File: config.mk
export PLATFORM = sky130hd
export DESIGN_NAME = proper_divisor_sum_top_flat
export DESIGN_NICKNAME = d
export VERILOG_FILES = /design/src/hw/rtl/pds_pkg.sv /design/src/hw/rtl/pds_if.sv /design/src/hw/rtl/proper_divisor_sum_top.sv /design/src/hw/rtl/pds_core.sv /design/src/flat_wrapper.sv
export SDC_FILE = /design/constraint.sdc
export NUM_CORES = 1
export LEC_CHECK = 0
export BUFFER_PORTS_ARGS = -buffer_cell sky130_fd_sc_hd__clkbuf_2
export CAP_MARGIN = 0
export CORE_ASPECT_RATIO = 0.7
export CORE_MARGIN = 1
export CORE_UTILIZATION = 60
export CTS_BUF_LIST = sky130_fd_sc_hd__clkbuf_4
export DETAILED_ROUTE_END_ITERATION = 10
export PLACE_DENSITY = 0.89
export SYNTH_ARGS = -nofsm -noshare
export SYNTH_HDL_FRONTEND = slang
export SYNTH_SLANG_ARGS = --single-unit
export TNS_END_PERCENT = 50
File: constraint.sdc
create_clock -name clk -period 7.52 [get_ports clk]
set_input_delay 1.504 -clock clk [delete_from_list [all_inputs] [get_ports clk]]
set_output_delay 1.504 -clock clk [all_outputs]
set_load 0.01 [all_outputs]
File: src/hw/rtl/pds_pkg.sv
// Shared constants and types for the proper divisor sum block.
`timescale 1ns / 1ps
`default_nettype none

package pds_pkg;

    localparam int DEFAULT_NUMBER_WIDTH = 32;
    localparam int OUT_SUM_W            = 36;

    typedef struct packed {
        logic [OUT_SUM_W-1:0] divisor_sum;
        logic                 is_abundant;
    } pds_result_t;

endpackage

`default_nettype wire

File: src/hw/rtl/pds_if.sv
// Valid/ready stream interfaces for the operand and result channels.
`timescale 1ns / 1ps
`default_nettype none

interface pds_in_if #(
    parameter int NUMBER_WIDTH = pds_pkg::DEFAULT_NUMBER_WIDTH
);
    logic                    valid;
    logic                    ready;
    logic [NUMBER_WIDTH-1:0] number;

    modport source (output valid, output number, input ready);
    modport sink   (input valid, input number, output ready);
endinterface

interface pds_out_if;
    logic                           valid;
    logic                           ready;
    logic [pds_pkg::OUT_SUM_W-1:0]  divisor_sum;
    logic                           is_abundant;

    modport source (output valid, output divisor_sum, output is_abundant, input ready);
    modport sink   (input valid, input divisor_sum, input is_abundant, output ready);
endinterface

`default_nettype wire

File: src/hw/rtl/proper_divisor_sum_top.sv
// Top level of the proper divisor sum block: channels and result register.
//
// Takes one positive integer on the operand channel and returns the sum of
// its proper divisors (divisors below the number) and an abundant flag on the
// result channel. Zero and one give a sum of zero.
// Both channels transfer on a rising edge with valid and ready high.
// operand.ready is high only while the sequencer is idle; one number is
// worked on at a time. The work runs through a single shared subtractor:
// first R, the floor square root of the number, then trial divisions by 2
// up to R, each over a padded dividend of W = 2*ceil(NUMBER_WIDTH/2) bits
// at one quotient bit per cycle. Zero and one skip both loops.
// Finished results go to an output register; the next operand is taken while
// a result waits there. If the receiver stalls with a result still held, the
// sequencer holds its next result until the register frees up.
// Reset clears the sequencer to idle and empties the output register.
`timescale 1ns / 1ps
`default_nettype none

module proper_divisor_sum_top #(
    parameter int NUMBER_WIDTH = pds_pkg::DEFAULT_NUMBER_WIDTH
) (
    input  wire logic   clk,
    input  wire logic   rst_n,
    pds_in_if.sink      operand,
    pds_out_if.source   result
);
    import pds_pkg::*;

    logic        core_idle;
    logic        core_done;
    logic        take;
    pds_result_t core_result;

    logic        out_valid_reg, out_valid_next;
    pds_result_t out_data_reg;

    assign take = ~out_valid_reg | result.ready;

    pds_core #(
        .NUMBER_WIDTH (NUMBER_WIDTH)
    ) u_core (
        .clk    (clk),
        .rst_n  (rst_n),
        .start  (operand.valid & core_idle),
        .number (operand.number),
        .idle   (core_idle),
        .done   (core_done),
        .take   (take),
        .result (core_result)
    );

    assign operand.ready = core_idle;

    always_comb
    begin
        out_valid_next = out_valid_reg;
        if (core_done && take)
            out_valid_next = 1'b1;
        else if (result.ready)
            out_valid_next = 1'b0;
    end

    always_ff @(posedge clk or negedge rst_n)
    begin
        if (!rst_n)
            out_valid_reg <= 1'b0;
        else
            out_valid_reg <= out_valid_next;
    end

    always_ff @(posedge clk)
    begin
        if (core_done && take)
            out_data_reg <= core_result;
    end

    assign result.valid       = out_valid_reg;
    assign result.divisor_sum = out_data_reg.divisor_sum;
    assign result.is_abundant = out_data_reg.is_abundant;

endmodule

`default_nettype wire

File: src/hw/rtl/pds_core.sv
// Sequencer and shared subtract unit: integer square root, trial divisions, summing.
`timescale 1ns / 1ps
`default_nettype none

module pds_core #(
    parameter int NUMBER_WIDTH = pds_pkg::DEFAULT_NUMBER_WIDTH
) (
    input  wire logic                    clk,
    input  wire logic                    rst_n,
    input  wire logic                    start,
    input  wire logic [NUMBER_WIDTH-1:0] number,
    output logic                         idle,
    output logic                         done,
    input  wire logic                    take,
    output pds_pkg::pds_result_t         result
);
    import pds_pkg::*;

    localparam int RW    = (NUMBER_WIDTH + 1) / 2;   // root width
    localparam int DQ_W  = 2 * RW;                   // padded dividend width
    localparam int SUB_W = RW + 2;
    localparam int SUM_W = (NUMBER_WIDTH + 4 > OUT_SUM_W + 1) ? NUMBER_WIDTH + 4
                                                              : OUT_SUM_W + 1;
    localparam int CNT_W = $clog2(DQ_W);

    localparam logic [2:0] S_IDLE  = 3'd0;
    localparam logic [2:0] S_SQRT  = 3'd1;
    localparam logic [2:0] S_CHECK = 3'd2;
    localparam logic [2:0] S_DIV   = 3'd3;
    localparam logic [2:0] S_ADDI  = 3'd4;
    localparam logic [2:0] S_ADDQ  = 3'd5;
    localparam logic [2:0] S_ADDR  = 3'd6;
    localparam logic [2:0] S_DONE  = 3'd7;

    logic [2:0]              state_reg, state_next;
    logic [NUMBER_WIDTH-1:0] n_reg, n_next;
    logic [SUM_W-1:0]        sum_reg, sum_next;
    logic [RW-1:0]           root_reg, root_next;
    logic [SUB_W-1:0]        rem_reg, rem_next;
    logic [DQ_W-1:0]         dq_reg, dq_next;
    logic [RW:0]             i_reg, i_next;
    logic [CNT_W-1:0]        cnt_reg, cnt_next;
    logic                    exact_reg, exact_next;

    logic [SUB_W-1:0]        sub_a, sub_b;
    logic [SUB_W:0]          diff;
    logic                    ge;
    logic [SUB_W-1:0]        rem_step;
    logic [SUM_W-1:0]        addend, sum_add;
    logic                    past_limit;

    // shared compare/subtract: one root digit or one quotient bit per cycle
    always_comb
    begin
        case (state_reg)
            S_SQRT:
            begin
                sub_a = {rem_reg[RW-1:0], dq_reg[DQ_W-1 -: 2]};
                sub_b = {root_reg, 2'b01};
            end
            default:
            begin
                sub_a = {rem_reg[RW:0], dq_reg[DQ_W-1]};
                sub_b = {1'b0, i_reg};
            end
        endcase
    end

    assign diff     = {1'b0, sub_a} - {1'b0, sub_b};
    assign ge       = ~diff[SUB_W];
    assign rem_step = ge ? diff[SUB_W-1:0] : sub_a;

    always_comb
    begin
        case (state_reg)
            S_ADDI:  addend = SUM_W'(i_reg);
            S_ADDQ:  addend = SUM_W'(dq_reg);
            S_ADDR:  addend = SUM_W'(root_reg);
            default: addend = '0;
        endcase
    end

    assign sum_add = sum_reg + addend;

    // an exact root is left to the final add
    assign past_limit = exact_reg ? (i_reg >= {1'b0, root_reg})
                                  : (i_reg >  {1'b0, root_reg});

    always_comb
    begin
        state_next = state_reg;
        n_next     = n_reg;
        sum_next   = sum_reg;
        root_next  = root_reg;
        rem_next   = rem_reg;
        dq_next    = dq_reg;
        i_next     = i_reg;
        cnt_next   = cnt_reg;
        exact_next = exact_reg;

        unique case (state_reg)
            S_IDLE:
            begin
                if (start)
                begin
                    n_next    = number;
                    rem_next  = '0;
                    root_next = '0;
                    dq_next   = DQ_W'(number);
                    cnt_next  = CNT_W'(RW - 1);
                    if (number > NUMBER_WIDTH'(1))
                    begin
                        sum_next   = SUM_W'(1);
                        state_next = S_SQRT;
                    end
                    else
                    begin
                        sum_next   = '0;
                        state_next = S_DONE;
                    end
                end
            end
            S_SQRT:
            begin
                dq_next   = {dq_reg[DQ_W-3:0], 2'b00};
                rem_next  = rem_step;
                root_next = {root_reg[RW-2:0], ge};
                cnt_next  = cnt_reg - CNT_W'(1);
                if (cnt_reg == '0)
                begin
                    exact_next = (rem_step == '0);
                    i_next     = (RW + 1)'(2);
                    state_next = S_CHECK;
                end
            end
            S_CHECK:
            begin
                if (past_limit)
                    state_next = exact_reg ? S_ADDR : S_DONE;
                else
                begin
                    rem_next   = '0;
                    dq_next    = DQ_W'(n_reg);
                    cnt_next   = CNT_W'(DQ_W - 1);
                    state_next = S_DIV;
                end
            end
            S_DIV:
            begin
                rem_next = rem_step;
                dq_next  = {dq_reg[DQ_W-2:0], ge};
                cnt_next = cnt_reg - CNT_W'(1);
                if (cnt_reg == '0)
                begin
                    if (rem_step == '0)
                        state_next = S_ADDI;
                    else
                    begin
                        i_next     = i_reg + (RW + 1)'(1);
                        state_next = S_CHECK;
                    end
                end
            end
            S_ADDI:
            begin
                sum_next   = sum_add;
                state_next = S_ADDQ;
            end
            S_ADDQ:
            begin
                sum_next   = sum_add;
                i_next     = i_reg + (RW + 1)'(1);
                state_next = S_CHECK;
            end
            S_ADDR:
            begin
                sum_next   = sum_add;
                state_next = S_DONE;
            end
            S_DONE:
            begin
                if (take)
                    state_next = S_IDLE;
            end
            default:
            begin
                state_next = S_IDLE;
            end
        endcase
    end

    always_ff @(posedge clk or negedge rst_n)
    begin
        if (!rst_n)
            state_reg <= S_IDLE;
        else
            state_reg <= state_next;
    end

    always_ff @(posedge clk)
    begin
        n_reg     <= n_next;
        sum_reg   <= sum_next;
        root_reg  <= root_next;
        rem_reg   <= rem_next;
        dq_reg    <= dq_next;
        i_reg     <= i_next;
        cnt_reg   <= cnt_next;
        exact_reg <= exact_next;
    end

    assign idle = (state_reg == S_IDLE);
    assign done = (state_reg == S_DONE);

    assign result.divisor_sum = (|sum_reg[SUM_W-1:OUT_SUM_W]) ? '1
                                                              : sum_reg[OUT_SUM_W-1:0];
    assign result.is_abundant = (sum_reg > SUM_W'(n_reg));

endmodule

`default_nettype wire

File: src/flat_wrapper.sv
// flat-port wrapper written by rule: the top's interface ports become plain ports
module proper_divisor_sum_top_flat import pds_pkg::*;
#(
    parameter int NUMBER_WIDTH = pds_pkg::DEFAULT_NUMBER_WIDTH
)
  (clk, rst_n, operand_valid, operand_number, operand_ready, result_valid, result_divisor_sum, result_is_abundant, result_ready);
  pds_in_if #(.NUMBER_WIDTH(NUMBER_WIDTH)) operand_i ();
  pds_out_if result_i ();
  input  wire logic clk;
  input  wire logic rst_n;
  input wire logic [$bits(operand_i.valid)-1:0] operand_valid;
  input wire logic [$bits(operand_i.number)-1:0] operand_number;
  output wire logic [$bits(operand_i.ready)-1:0] operand_ready;
  output wire logic [$bits(result_i.valid)-1:0] result_valid;
  output wire logic [$bits(result_i.divisor_sum)-1:0] result_divisor_sum;
  output wire logic [$bits(result_i.is_abundant)-1:0] result_is_abundant;
  input wire logic [$bits(result_i.ready)-1:0] result_ready;
  assign operand_i.valid = operand_valid;
  assign operand_i.number = operand_number;
  assign operand_ready = operand_i.ready;
  assign result_valid = result_i.valid;
  assign result_divisor_sum = result_i.divisor_sum;
  assign result_is_abundant = result_i.is_abundant;
  assign result_i.ready = result_ready;
  proper_divisor_sum_top #(.NUMBER_WIDTH(NUMBER_WIDTH)) u_core (.clk(clk), .rst_n(rst_n), .operand(operand_i), .result(result_i));
endmodule
### After elaboration in Yosys (flattened, before gate mapping)

Index checks and enable logic that the tools add are counted.

| cells by class | value |
|---|---|
| multiply operators | 0 |
| divide/modulo/power cells | 0 |
| shifts and indexed selects | 0 |
| bitwise gates (word level) | 4 |
| add/sub/neg operators | 4 |
| order comparisons | 4 |
| mux-type cells | 34 |
| eq/ne operators | 13 |
| reductions and logical operators | 20 |

Operators by type and width:

| kind | count |
|---|---|
| 32-bit case mux with 4 select lines | 1 |
| 17-bit case mux with 3 select lines | 2 |
| 32-bit case mux with 3 select lines | 1 |
| 17-bit 2-to-1 mux | 5 |
| 37-bit case mux with 2 select lines | 1 |
| 32-bit 2-to-1 mux | 2 |
| 18-bit 2-to-1 mux | 3 |
| 37-bit adder | 1 |
| 37-bit by 32-bit > comparator with 1-bit output | 1 |
| 37-bit 2-to-1 mux | 1 |
| 32-bit by 1-bit > comparator with 1-bit output, second input constant | 1 |
| 16-bit case mux with 2 select lines | 1 |
| 3-bit case mux with 8 select lines | 1 |
| 3-bit 2-to-1 mux | 7 |
| 18-bit by 18-bit subtractor with 19-bit output | 1 |
| 18-bit zero test | 1 |
| 17-bit by 1-bit adder with 17-bit output, second input constant | 1 |
| 17-bit by 16-bit >= comparator with 1-bit output | 1 |
| 17-bit by 16-bit > comparator with 1-bit output | 1 |
| 16-bit 2-to-1 mux | 1 |
| 5-bit case mux with 3 select lines | 1 |
| 3-bit == test, second input constant | 4 |
| 2-bit != test, second input constant | 6 |
| 5-bit 2-to-1 mux | 2 |
| other kinds (18) | 32 |

| storage, ports and cells | value |
|---|---|
| input port bits | 36 |
| bits in latches | 0 |
| memory bits (read-only) | 0 |
| bits in writable memories | 0 |
| memories | 0 |
| register bits | 198 |

### Longest topological paths before layout

| logic depth | value |
|---|---|
| depth in word-level cells | 8 |
| gate-level depth with buffers | 18 |
| gate-level depth less buffers | 15 |

### Cells and area by module

Synthesis repeated with hierarchy kept, for this count alone.

| unflattened totals | value |
|---|---|
| cell total of the unflattened synthesis | 1,389 |
| area total of the unflattened synthesis | 13,389.1 µm² |

By module, submodules not included:

| module | area an instance (µm²) | times used | cells an instance |
|---|---|---|---|
| pds_core | 12,218.0 | 1 | 1,347 |
| proper_divisor_sum_top | 1,171.1 | 1 | 42 |

### Least setup slack after synthesis

OpenSTA, ideal clock, no wires.

| path | value |
|---|---|
| path type | flip-flop to flip-flop |
| from | register u_core.u_core.state_reg[0] |
| to | register u_core.u_core.i_reg[0], enable pin |
| buffers on the path | 2 |
| stages on the path, launching flop included | 18 |
| arrival | 5.007 ns |
| clock period less this slack | 5.405 ns |
| path slack | 2.115 ns |
| required time | 7.123 ns |
| cells stage by stage | dfrtp_1 > clkbuf_1 > inv_2 > nor3_1 > clkbuf_1 > mux2i_1 > ha_1 > inv_1 > fa_1 > a21o_1 > and3_1 > o21ai_1 > a21oi_2 > a221oi_1 > nor4_1 > o2111ai_1 > a221oi_4 > o22ai_1 |

| on the way | value |
|---|---|
| cells in the longest elaborated chain, start to end | 7 |

RTL lines:

| what | line | RTL |
|---|---|---|
| start, declared | pds_core.sv:35 | `logic [2:0] state_reg, state_next;` |
| start signal, assigned | pds_core.sv:197 | `state_reg <= state_next;` |
| 3-bit by 1-bit == test with 1-bit output | pds_core.sv:55, pds_core.sv:101 |  |
| 18-bit 2-to-1 mux | pds_core.sv:55 | `case (state_reg)` |
| 18-bit by 18-bit subtractor with 19-bit output | pds_core.sv:69 | `assign diff = {1'b0, sub_a} - {1'b0, sub_b};` |
| 18-bit 2-to-1 mux | pds_core.sv:71 | `assign rem_step = ge ? diff[SUB_W-1:0] : sub_a;` |
| 18-bit zero test | pds_core.sv:155 | `if (rem_step == '0)` |
| 2-bit != test (no line) | -- |  |
| 4-bit AND reduction (no line) (*) | -- |  |
| end signal, assigned | pds_core.sv:207 | `i_reg <= i_next;` |
| end, declared | pds_core.sv:41 | `logic [RW:0] i_reg, i_next;` |

Mark *: on every way between the ends. The rest lies on a longest branch, timed or not.
A chain may end at the register's enable or synchronous reset.

### Worst setup path in the final report

| path | value |
|---|---|
| from | register u_core.u_core.state_reg[0] |
| to | register u_core.u_core.i_reg[6], enable pin |

Same word-level chain as after synthesis.

==> results.md <==
* Uppermost layer routed: met5
* First-pass DRT Iterations at 11
* Critical path required time at 7.88 ns
* Met3 wire len at 6100 um
* Vias in the first global route at 9837
* First-pass GRT wire length at 55200 um
* Via count at 11.1k
* Clock buffer depth at 2
* Synth top area cells: edfxtp_1 (44%), ha_1 (9.6%), a21oi_1 (4.3%)
* Io pins at 75
* Fmax at 0.181 GHz
* CP startpoint: u_core.u_core.state_reg[0]
* Initial Utilization at 61.2%
* RSZ-0062 raised after global routing: false
* Largest net degree at the start of global routing at 67
* Post-CTS Setup Repair Bufs at 0
* Max reg flops at 37
* Fill count at 1675
* Chip width at 179 um
* Num rows at 45
* Post-CTS Resized at 0
* Post-synth EDFFs at 194
* Drt via density at 6.47
* RR Startpoint: u_core.u_core.state_reg[0]
* Critical Path End: u_core.u_core.i_reg[6]
* Final wirelength at 36000 um
* Final setup skew at 0.0366 ns
* Worst-Skew Late Latency at 0.63 ns
* Hold crit path type: reg -> reg
* Critical path endpoint category: flop
* Hold Violations, Final at 0
* Seq/Total Area, Yosys at 44.8%
* Die span in y at 126 um
* Flop-to-flop setup slack at 2.00 ns
* Reg2reg end: u_core.u_core.i_reg[6]
* GRT overflow at 0
* Slew margin rel. at 20.0%
* Nets at 1553
* Mapped cell area at 13200 um2
* GPL Wtd Cong at 1.00
* Initial antenna violation count at 3
* Die ar. at 22600 um2
* # H-tree levels at 4
* Most frequent cells in the layout: edfxtp_1 (194), nand2_1 (141), nor2_1 (135)
* First DRT Iteration DRCs at 1538
* Final setup fails at 0
* Synth cell types at 66
* Outcome: finished, violations left
* Yosys top cell by area: edfxtp_1
* Worst-margin pin slew at 1.20 ns
* Worst Setup Start Kind: flop
* Hold buffer count at cts at 0
* Power per cell area at 516 nW/um2
* CTS tree: done
* Post-DP HPWL at 27300 um
* Clock-pin slew on the worst setup and hold paths at 0.16 ns
* Share of cells above drive strength 1 at 12.0%
* Clock sink count at 198
* Leakage at 5.99 nW
* Maximum vdd drop at 0.000257 V
* Crit path max fanout at 28
* GRT Util Overall at 32.0%
* WL met2 at 14000 um
* Post-Syn Instances at 1368
* Depth of the worst register-to-register path at 17
* Residual DRC at 1
* Syn Nets at 1507
* Mean Syn Cell Area at 9.67 um2
* Commonest non-fill, non-tap cell in the layout: edfxtp_1
* Cts bufs inserted at 17
* Core Box Area at 21600 um2
* Tcrit/Tclk final at 73.4%
* Async S/R FF share, synth at 2.02%
* I/O Buffers at 74
* Top cell type's share of synthesized area at 44.1%
* Synth warn at 0
* Setup Total Neg Slack at 0 ns
* Routed Antenna Nets at 0
* Met1 wire length at 15300 um
* CTS Root Buffer Type: clkbuf_4
* Min Tclk post-route at 5.52 ns
* Slew Viols, Final at 0
* Routed length per instance at 21.0 um
* Worst Setup Path Type: reg -> reg
* #FFs+latches synth at 198
* Violated checks: DRC
* P&R area growth vs syn at 7.52%
* Main synth FF type: edfxtp_1
* Critical path arrival at 5.87 ns
* Max-cap violation count at 0
* Overall power at 0.00734 W
where the power goes:
| group | internal, W | switching (W) | leakage (nW) | total, W |
|---|---|---|---|---|
| Sequential | 0.00188 | 0.000472 | 1.87 | 0.00236 |
| Clock | 0.000334 | 0.000380 | 0.191 | 0.000714 |
| Combinational | 0.00164 | 0.00263 | 3.92 | 0.00427 |
| Total | 0.00386 | 0.00349 | 5.99 | 0.00734 |
cells in the mapped netlist (all sizes together) (12+ instances only):
| master | number |
|---|---|
| o22a | 23 |
| o21ai | 64 |
| and3 | 31 |
| nand4 | 18 |
| mux2i | 42 |
| a21o | 45 |
| xor2 | 23 |
| nor2b | 16 |
| ha | 101 |
| a21oi | 114 |
| or2 | 41 |
| nor4 | 12 |
| nand3 | 23 |
| clkbuf | 52 |
| nor3 | 27 |
| nand2 | 141 |
| edfxtp | 194 |
| a211oi | 13 |
| o21a | 22 |
| nor2 | 136 |
| inv | 71 |
| and2 | 20 |
| xnor2 | 27 |
| nand2b | 13 |
metrics by stage:
stage / cells / util [%] / cell area [um2] / setup slack (ns) / hold WS (ns)
after global placement: 1677 / 64.0 / 13800 / 2.23 / 0.502
final: 1710 / 65.8 / 14200 / 2.00 / 0.550
after global routing: 1710 / 65.8 / 14200 / 1.72 / 0.598
after floorplan: 1368 / - / 13200 / 2.12 / 0.522
after CTS: 1708 / 65.7 / 14200 / 2.11 / 0.556
after detailed placement: 1677 / 64.0 / 13800 / 2.14 / 0.521
layer usage:
layer	global-route usage, %	up-vias
li1	-	5095
met1	48.4	5116
met2	42.5	794
met3	12.6	60
met4	6.80	2
met5	0	-
cell families (layout without fill, tap and decap cells):
logic type / Yosys count / count (layout) / share of synthesized area [%]
AO/OA/AOI/OAI: 347 / 347 / 17.1
XOR/XNOR: 50 / 50 / 3.31
adder cells (fa/ha/maj): 103 / 103 / 9.86
buffers and inverters: 130 / 188 / 3.70
flip-flops: 198 / 198 / 44.8
multiplexers: 43 / 43 / 3.26
other: 0 / 2 / 0
AND/OR/NAND/NOR: 497 / 497 / 18.0
area by class of cell:
type                       count  area [um2]  share of cell area, %
tap                          282         353                   2.48
antenna                        2        5.00                 0.0352
clock inverter                14         246                   1.73
inverter                      71         267                   1.87
sequential                   198        5930                   41.7
clock buffer                  17         128                  0.898
multi-input combinational   1040        6830                   48.0
timing repair buffer          86         460                   3.24
worst min-delay path by stage:
| stage | startpoint | to | slack, ns | cells past startpoint |
|---|---|---|---|---|
| final | u_core.result.valid | u_core.result.valid | 0.55 | 2 |
| after global routing | u_core.result.valid | u_core.result.valid | 0.60 | 2 |
| after CTS | u_core.result.valid | u_core.result.valid | 0.56 | 2 |
| after detailed placement | u_core.result.valid | u_core.result.valid | 0.52 | 2 |
| after global placement | u_core.result.valid | u_core.result.valid | 0.50 | 2 |
| after floorplan | u_core.u_core.sum_reg[0] | u_core.result.divisor_sum[0] | 0.52 | 2 |
worst max-delay path, cell delays in order (launching register included):
cell,delay (ns)
dfrtp_4,0.67
inv_2,0.20
nor3_2,0.14
buf_4,0.27
mux2i_1,0.34
ha_1,0.22
inv_1,0.05
fa_1,0.40
a21o_1,0.23
and3_1,0.18
o21ai_1,0.19
a21oi_2,0.13
a221o_1,0.60
or4_1,0.55
a221o_1,0.40
a221oi_4,0.27
o22ai_1,0.12
buf_4,0.25
Power figures use the tool's default switching activity.
